## config.mk

```make
export PLATFORM = sky130hd
export DESIGN_NAME = servo_drive_enable_sequencer
export DESIGN_NICKNAME = d
export VERILOG_FILES = /design/src/design/sde_pkg.sv /design/src/design/sde_decode.sv /design/src/design/servo_drive_enable_sequencer.sv
export SDC_FILE = /design/constraint.sdc
export NUM_CORES = 1
export LEC_CHECK = 0
export BUFFER_PORTS_ARGS = -buffer_cell sky130_fd_sc_hd__buf_4
export CAP_MARGIN = 10
export CORE_MARGIN = 1
export CORE_UTILIZATION = 50
export CTS_BUF_LIST = sky130_fd_sc_hd__clkbuf_4 sky130_fd_sc_hd__clkbuf_8 sky130_fd_sc_hd__clkbuf_16
export DETAILED_ROUTE_END_ITERATION = 12
export GPL_TIMING_DRIVEN = 1
export PLACE_DENSITY = 0.73
export SYNTH_ARGS = -nofsm -noshare
export SYNTH_HDL_FRONTEND = slang
export SYNTH_SLANG_ARGS = --single-unit
```

## constraint.sdc

```tcl
create_clock -name clk -period 7.35 [get_ports clk]
set_input_delay 0.735 -clock clk [delete_from_list [all_inputs] [get_ports clk]]
set_output_delay 0.735 -clock clk [all_outputs]
set_load 0.1 [all_outputs]
```

## src/design/sde_pkg.sv

```systemverilog
// Package for the servo drive enable sequencer.
// Holds sizes, status/control word codes, register indexes and shared types.
// No dependencies.
package sde_pkg;

    localparam int NUM_DRIVES  = 8;
    localparam int DRIVE_W     = 3;
    localparam int DRIVE_SEL_W = $clog2(NUM_DRIVES);

    localparam int STATUS_W = 16;
    localparam int POS_W    = 32;
    localparam int WKC_W    = 16;
    localparam int MODE_W   = 3;
    localparam int HOLD_W   = 8;
    localparam int CFG_IDX_W  = 2;
    localparam int CFG_DATA_W = 16;

    // Status word bits and masked codes
    localparam logic [STATUS_W-1:0] SW_FAULT = 16'h0008;
    localparam logic [STATUS_W-1:0] SW_SOD   = 16'h0040;
    localparam logic [STATUS_W-1:0] SW_MASK  = 16'h003F;
    localparam logic [STATUS_W-1:0] SW_READY = 16'h0031;
    localparam logic [STATUS_W-1:0] SW_SWON  = 16'h0033;
    localparam logic [STATUS_W-1:0] SW_OPEN  = 16'h0037;

    // Control words
    localparam logic [STATUS_W-1:0] CW_FAULT_RESET = 16'h0080;
    localparam logic [STATUS_W-1:0] CW_SHUTDOWN    = 16'h0006;
    localparam logic [STATUS_W-1:0] CW_SWITCH_ON   = 16'h0007;
    localparam logic [STATUS_W-1:0] CW_ENABLE      = 16'h000F;

    localparam logic [HOLD_W-1:0] HOLD_RESET = 8'd100;

    // Control modes
    localparam logic [MODE_W-1:0] MODE_UNDEF      = 3'd0;
    localparam logic [MODE_W-1:0] MODE_EFFORT     = 3'd1;
    localparam logic [MODE_W-1:0] MODE_VELOCITY   = 3'd2;
    localparam logic [MODE_W-1:0] MODE_POSITION   = 3'd3;
    localparam logic [MODE_W-1:0] MODE_QUICK_STOP = 3'd4;

    // Configuration register indexes
    localparam logic [CFG_IDX_W-1:0] CFG_EXPECTED_WKC = 2'd0;
    localparam logic [CFG_IDX_W-1:0] CFG_CONTROL_MODE = 2'd1;
    localparam logic [CFG_IDX_W-1:0] CFG_HOLD_CYCLES  = 2'd2;

    typedef struct packed {
        logic [WKC_W-1:0]  expected_wkc;
        logic [MODE_W-1:0] control_mode;
        logic [HOLD_W-1:0] hold_cycles;
    } cfg_t;

    typedef struct packed {
        logic [HOLD_W-1:0]          hold;
        logic [STATUS_W-1:0]        control_word;
        logic signed [POS_W-1:0]    target;
    } entry_t;

    typedef struct packed {
        logic [STATUS_W-1:0]        status_word;
        logic signed [POS_W-1:0]    actual_position;
        logic [WKC_W-1:0]           working_counter;
        logic                       effort_valid;
        logic                       velocity_valid;
        logic                       position_valid;
        logic signed [POS_W-1:0]    position_command;
    } request_t;

endpackage

```

## src/design/sde_decode.sv

```systemverilog
// Per-drive transition logic: next hold count, control word and target.
// Combinational; depends on sde_pkg.
module sde_decode (
    input  sde_pkg::cfg_t     cfg,
    input  sde_pkg::entry_t   cur,
    input  sde_pkg::request_t req,
    output sde_pkg::entry_t   nxt,
    output logic              set_normal
);

    logic [sde_pkg::STATUS_W-1:0] sw_low;
    logic                         wkc_ok;

    assign sw_low = req.status_word & sde_pkg::SW_MASK;
    assign wkc_ok = (req.working_counter >= cfg.expected_wkc);

    always_comb
    begin
        nxt        = cur;
        set_normal = 1'b0;
        if (wkc_ok)
        begin
            if (cur.hold != '0)
            begin
                nxt.hold = cur.hold - 1'b1;
            end
            else if ((req.status_word & sde_pkg::SW_FAULT) != '0)
            begin
                nxt.control_word = sde_pkg::CW_FAULT_RESET;
                nxt.hold         = cfg.hold_cycles;
            end
            else if ((req.status_word & sde_pkg::SW_SOD) != '0)
            begin
                nxt.control_word = sde_pkg::CW_SHUTDOWN;
                nxt.hold         = cfg.hold_cycles;
            end
            else if (sw_low == sde_pkg::SW_READY)
            begin
                nxt.control_word = sde_pkg::CW_SWITCH_ON;
                nxt.hold         = cfg.hold_cycles;
            end
            else if (sw_low == sde_pkg::SW_SWON)
            begin
                // latch actual position so enabling does not jump
                nxt.control_word = sde_pkg::CW_ENABLE;
                nxt.target       = req.actual_position;
                nxt.hold         = cfg.hold_cycles;
            end
            else if (sw_low == sde_pkg::SW_OPEN)
            begin
                set_normal = 1'b1;
                case (cfg.control_mode)
                    sde_pkg::MODE_EFFORT:
                    begin
                        if (req.effort_valid)
                            nxt.control_word = sde_pkg::CW_SHUTDOWN;
                    end
                    sde_pkg::MODE_VELOCITY:
                    begin
                        if (req.velocity_valid)
                            nxt.control_word = sde_pkg::CW_SHUTDOWN;
                    end
                    sde_pkg::MODE_POSITION:
                    begin
                        if (req.position_valid)
                        begin
                            nxt.control_word = sde_pkg::CW_ENABLE;
                            nxt.target       = req.position_command;
                        end
                    end
                    default:
                    begin
                        // undefined and quick stop: drop to shutdown
                        nxt.control_word = sde_pkg::CW_SHUTDOWN;
                    end
                endcase
            end
        end
    end

endmodule

```

## src/design/servo_drive_enable_sequencer.sv

```systemverilog
// Servo drive enable sequencer, top level.
// A request is captured in the input register and its result in the result register.
// Throughput: one request per cycle unless the result is stalled; the per-drive table update and
// the decode sit between the input register and the result register.
// Reset: asynchronous, active low; clears per-drive hold counts, control words,
// targets, normal-op and valid flags; hold_cycles resets to 100, other config fields to 0.
module servo_drive_enable_sequencer (
    input  logic                                clk,
    input  logic                                rst_n,
    // configuration
    input  logic                                cfg_valid,
    output logic                                cfg_ready,
    input  logic [sde_pkg::CFG_IDX_W-1:0]       cfg_index,
    input  logic [sde_pkg::CFG_DATA_W-1:0]      cfg_data,
    // request channel
    input  logic                                in_valid,
    output logic                                in_stall,
    input  logic [sde_pkg::DRIVE_W-1:0]         drive_index,
    input  logic [sde_pkg::STATUS_W-1:0]        status_word,
    input  logic signed [sde_pkg::POS_W-1:0]    actual_position,
    input  logic [sde_pkg::WKC_W-1:0]           working_counter,
    input  logic                                effort_valid,
    input  logic                                velocity_valid,
    input  logic                                position_valid,
    input  logic signed [sde_pkg::POS_W-1:0]    position_command,
    // result channel
    output logic                                out_valid,
    input  logic                                out_stall,
    output logic [sde_pkg::DRIVE_W-1:0]         drive_index_out,
    output logic [sde_pkg::STATUS_W-1:0]        control_word,
    output logic signed [sde_pkg::POS_W-1:0]    target_position,
    output logic                                normal_op
);

    sde_pkg::cfg_t     cfg_reg;
    sde_pkg::entry_t   table_reg [sde_pkg::NUM_DRIVES];
    logic              normal_reg;

    logic                          s1_valid_reg;
    logic [sde_pkg::DRIVE_W-1:0]   s1_drive_reg;
    sde_pkg::request_t             s1_req_reg;

    logic                               out_valid_reg;
    logic [sde_pkg::DRIVE_W-1:0]        out_drive_reg;
    logic [sde_pkg::STATUS_W-1:0]       out_cw_reg;
    logic signed [sde_pkg::POS_W-1:0]   out_target_reg;
    logic                               out_normal_reg;

    logic                              accept_in;
    logic                              advance;
    logic                              in_range;
    logic [sde_pkg::DRIVE_SEL_W-1:0]   sel;
    sde_pkg::entry_t                   cur_entry;
    sde_pkg::entry_t                   nxt_entry;
    logic                              set_normal;
    logic                              normal_next;

    assign cfg_ready = 1'b1;

    assign advance   = s1_valid_reg && (!out_valid_reg || !out_stall);
    assign in_stall  = s1_valid_reg && out_valid_reg && out_stall;
    assign accept_in = in_valid && !in_stall;

    assign in_range  = ({1'b0, s1_drive_reg} < (sde_pkg::DRIVE_W + 1)'(sde_pkg::NUM_DRIVES));
    assign sel       = s1_drive_reg[sde_pkg::DRIVE_SEL_W-1:0];
    assign cur_entry = table_reg[sel];

    sde_decode u_decode (
        .cfg        (cfg_reg),
        .cur        (cur_entry),
        .req        (s1_req_reg),
        .nxt        (nxt_entry),
        .set_normal (set_normal)
    );

    assign normal_next = normal_reg || (in_range && set_normal);

    // configuration registers
    always_ff @(posedge clk or negedge rst_n)
    begin
        if (!rst_n)
        begin
            cfg_reg.expected_wkc <= '0;
            cfg_reg.control_mode <= sde_pkg::MODE_UNDEF;
            cfg_reg.hold_cycles  <= sde_pkg::HOLD_RESET;
        end
        else if (cfg_valid && cfg_ready)
        begin
            case (cfg_index)
                sde_pkg::CFG_EXPECTED_WKC: cfg_reg.expected_wkc <= cfg_data;
                sde_pkg::CFG_CONTROL_MODE:
                    cfg_reg.control_mode <= cfg_data[sde_pkg::MODE_W-1:0];
                sde_pkg::CFG_HOLD_CYCLES:
                    cfg_reg.hold_cycles <= cfg_data[sde_pkg::HOLD_W-1:0];
                default: ;
            endcase
        end
    end

    // input register
    always_ff @(posedge clk or negedge rst_n)
    begin
        if (!rst_n)
            s1_valid_reg <= 1'b0;
        else if (accept_in)
            s1_valid_reg <= 1'b1;
        else if (advance)
            s1_valid_reg <= 1'b0;
    end

    always_ff @(posedge clk)
    begin
        if (accept_in)
        begin
            s1_drive_reg                <= drive_index;
            s1_req_reg.status_word      <= status_word;
            s1_req_reg.actual_position  <= actual_position;
            s1_req_reg.working_counter  <= working_counter;
            s1_req_reg.effort_valid     <= effort_valid;
            s1_req_reg.velocity_valid   <= velocity_valid;
            s1_req_reg.position_valid   <= position_valid;
            s1_req_reg.position_command <= position_command;
        end
    end

    // per-drive table and normal-op flag
    always_ff @(posedge clk or negedge rst_n)
    begin
        if (!rst_n)
        begin
            for (int i = 0; i < sde_pkg::NUM_DRIVES; i++)
                table_reg[i] <= '0;
            normal_reg <= 1'b0;
        end
        else if (advance)
        begin
            if (in_range)
                table_reg[sel] <= nxt_entry;
            normal_reg <= normal_next;
        end
    end

    // result register
    always_ff @(posedge clk or negedge rst_n)
    begin
        if (!rst_n)
            out_valid_reg <= 1'b0;
        else if (advance)
            out_valid_reg <= 1'b1;
        else if (!out_stall)
            out_valid_reg <= 1'b0;
    end

    always_ff @(posedge clk)
    begin
        if (advance)
        begin
            out_drive_reg  <= s1_drive_reg;
            out_normal_reg <= normal_next;
            if (in_range)
            begin
                out_cw_reg     <= nxt_entry.control_word;
                out_target_reg <= nxt_entry.target;
            end
            else
            begin
                out_cw_reg     <= '0;
                out_target_reg <= '0;
            end
        end
    end

    assign out_valid       = out_valid_reg;
    assign drive_index_out = out_drive_reg;
    assign control_word    = out_cw_reg;
    assign target_position = out_target_reg;
    assign normal_op       = out_normal_reg;

endmodule
```

==> impl_results.md <==
- First-pass GRT wire length: 107000 um
- Number of antenna violations at the first check in global routing: 0
- Net Count, Synth: 2530
- Worst-path fanout max: 50
- Area leader, netlist: dfrtp_1
- Max-slew headroom: 22.6%
- Post-DR wirelength/cell: 21.2 um
- Synth Warn #: 0
- Antenna-violating nets left: 0
- Critical path's most frequent cell: inv_1
- Post-CTS Hold Buffers: 0
- Setup TNS: 0 ns
- Clk sinks: 623
- Overflow after GRT: 0
- Overall routed net length: 67900 um
- Startpoint types: flip-flop
- Mean Syn Cell Area: 11.1 um2
- Post-CTS sizing: 0
- Share of the synthesized area in the top cell type: 44.7%
- P&R area growth vs syn: 14.1%
- CP Class: flip-flop to flip-flop
- Fin crit share: 71.0%
- Core footprint: 0.0526 mm2
- Fillcell total: 4221
- Vias in the first global route: 19200
- Setup violators final: 0
- Crit. End Element: flip-flop
- Final instance area: 0.0304 mm2
- Crit path arrival time: 5.60 ns
- Synth Flop Type: dfrtp_1
- Sequential area share after synthesis: 61.4%
- CTS tree: yes
- Diodes inserted: 0
- Die height: 233 um
- Pleak: 12.5 nW
- Total vias in the final route: 19300
- Starting Density: 50.6%
- Cell area after synthesis: 0.0266 mm2
- Worst-Skew Late Latency: 0.64 ns
- # IOs: 180
- CP required: 7.73 ns
- NumNets Final: 2611
- Least-Margin Pin Slew: 1.16 ns
- RSZ-0062 raised after global routing: no
- Num CTS Buffers: 60
- Site Rows: 84
- Max reg flops: 448
- Final WS setup: 2.13 ns
- Final slew viol count: 0
- DR iter-0 viols: 2196
- Pin count of the biggest net entering global routing: 204
- Clock slew at reported path FFs: 0.06 ns
- Total track usage: 25.3%
- EDFF count, synth: 145
- I/O Buffers: 169
- Outcome: finished, final reports clean
- Cell variety after synth: 74
- Maximum buffer depth of the clock tree: 3
- Delay-heaviest family, CP: compound AO/OA/AOI/OAI gates
- Minimum clock period: 5.22 ns
- Hold_ws: 0.220 ns
- Peak supply drop: 0.264 mV
- Root Buffer: clkbuf_16
- P per Cell Area: 339 mW/mm2
- Critical-path cell list: buf_12 > nor2_1 > a221o_1 > a22oi_4 > ha_1 > inv_1 > a41oi_4 > nand4_4 > nor2_4 > buf_4 > a32o_1 > inv_1
- Post-Syn Instances: 2388
- HP Class: input port to async pin
- Placement Cell Area: 0.0283 mm2
- Post-place setup slack: 2.16 ns
- Crit-path max cell delay: 0.81 ns
- Drt first pass iters: 6
- Die width: 233 um
- Max cap viols: 0
- Share of layout cells above drive strength 1: 18.2%
- Die ar.: 0.0541 mm2
- FF/Latch Area: 0.0163 mm2
- Commonest cells post-synth: dfrtp_1, nor2_1, a21oi_1
- Final hold vios: 0
- Multi-input gate area: 0.00931 mm2
- F_max: 0.192 GHz
- Half-perimeter wire length after placement: 39100 um
- GPL Wtd Cong: 0.854
- CP max-delay cell: edfxtp_1
- Clock Skews: 0.0260 ns
- Post-synthesis async set-or-reset flop share: 76.7%
- Area contributors post-synth: dfrtp_1, edfxtp_1, a21oi_1
- Worst Path Buf+Inv: 4
- Most frequent cell after synthesis: dfrtp_1
- Via-per-instance ratio: 6.01
- Post-CTS Setup Inserts: 0
- Remaining DRCs: 0
- #FFs+latches synth: 623
- # H-tree levels: 2
==> layout by cell type, fill, tap and decap left out, drive strengths merged, types with 54 or more instances in the layout <==
master / netlist / final
a21oi: 302 / 302
a22o: 54 / 54
a22oi: 135 / 135
a31oi: 66 / 66
buf: 65 / 204
clkbuf: 120 / 91
dfrtp: 475 / 475
edfxtp: 145 / 145
inv: 68 / 70
nand2: 196 / 196
nor2: 299 / 299
o21ai: 180 / 180
==> final timing paths <==
kind / start / end / slack, ns / depth (start not counted)
max in group asynchronous: rst_n / cfg_reg[16]$_DFFE_PN0P_ / 5.44 / 2
min: rst_n / table_reg[67]$_DFFE_PN0P_ / 0.22 / 1
min reg2reg: normal_reg$_DFFE_PN0P_ / normal_reg$_DFFE_PN0P_ / 0.47 / 1
max: s1_drive_reg[0]$_DFFE_PP_ / control_word[1]$_DFFE_PP_ / 2.13 / 12
max reg2reg: s1_drive_reg[0]$_DFFE_PP_ / control_word[1]$_DFFE_PP_ / 2.13 / 12
min in group clk: actual_position[15] / s1_req_reg[66]$_DFFE_PP_ / 0.27 / 1
==> final cells by class <==
type	instances	share of cell area, %
multi-input combinational	1512	30.7
clock inverter	22	0.540
tap	688	2.84
sequential	623	53.8
timing repair buffer	204	5.19
clock buffer	91	6.16
inverter	68	0.841
==> per-stage QoR <==
step	cells	utilization, %	power [W]
finish	3208	57.8	0.0103
global route	3208	57.8	0.0108
CTS	3208	57.8	0.0103
detailed placement	3095	53.9	0.00717
global placement	3095	53.9	0.00701
floorplan	2388	-	0.00652
==> per-layer routing <==
layer	part of all wire, %	track usage, %
met4	2.9	8.72
met1	42	34.9
met3	7.2	3.93
met2	48	41.0
met5	0	0
==> power by group <==
part	internal, W	total (W)	switching, W
logic	0.000825	0.00228	0.00145
registers	0.00442	0.00487	0.000454
clock network	0.00179	0.00313	0.00134
==> logic make-up (layout without fill, tap and decap cells) <==
logic type | after synthesis | in the layout | share of synthesized area [%]
compound gates | 816 | 816 | 20.8
mux | 62 | 62 | 2.78
other cells | 1 | 1 | 0.0141
flops | 623 | 623 | 61.4
fa+ha+maj | 17 | 17 | 0.800
simple gates | 616 | 616 | 10.2
buf+inv | 253 | 385 | 4.04
Power figures use the tool's default switching activity.
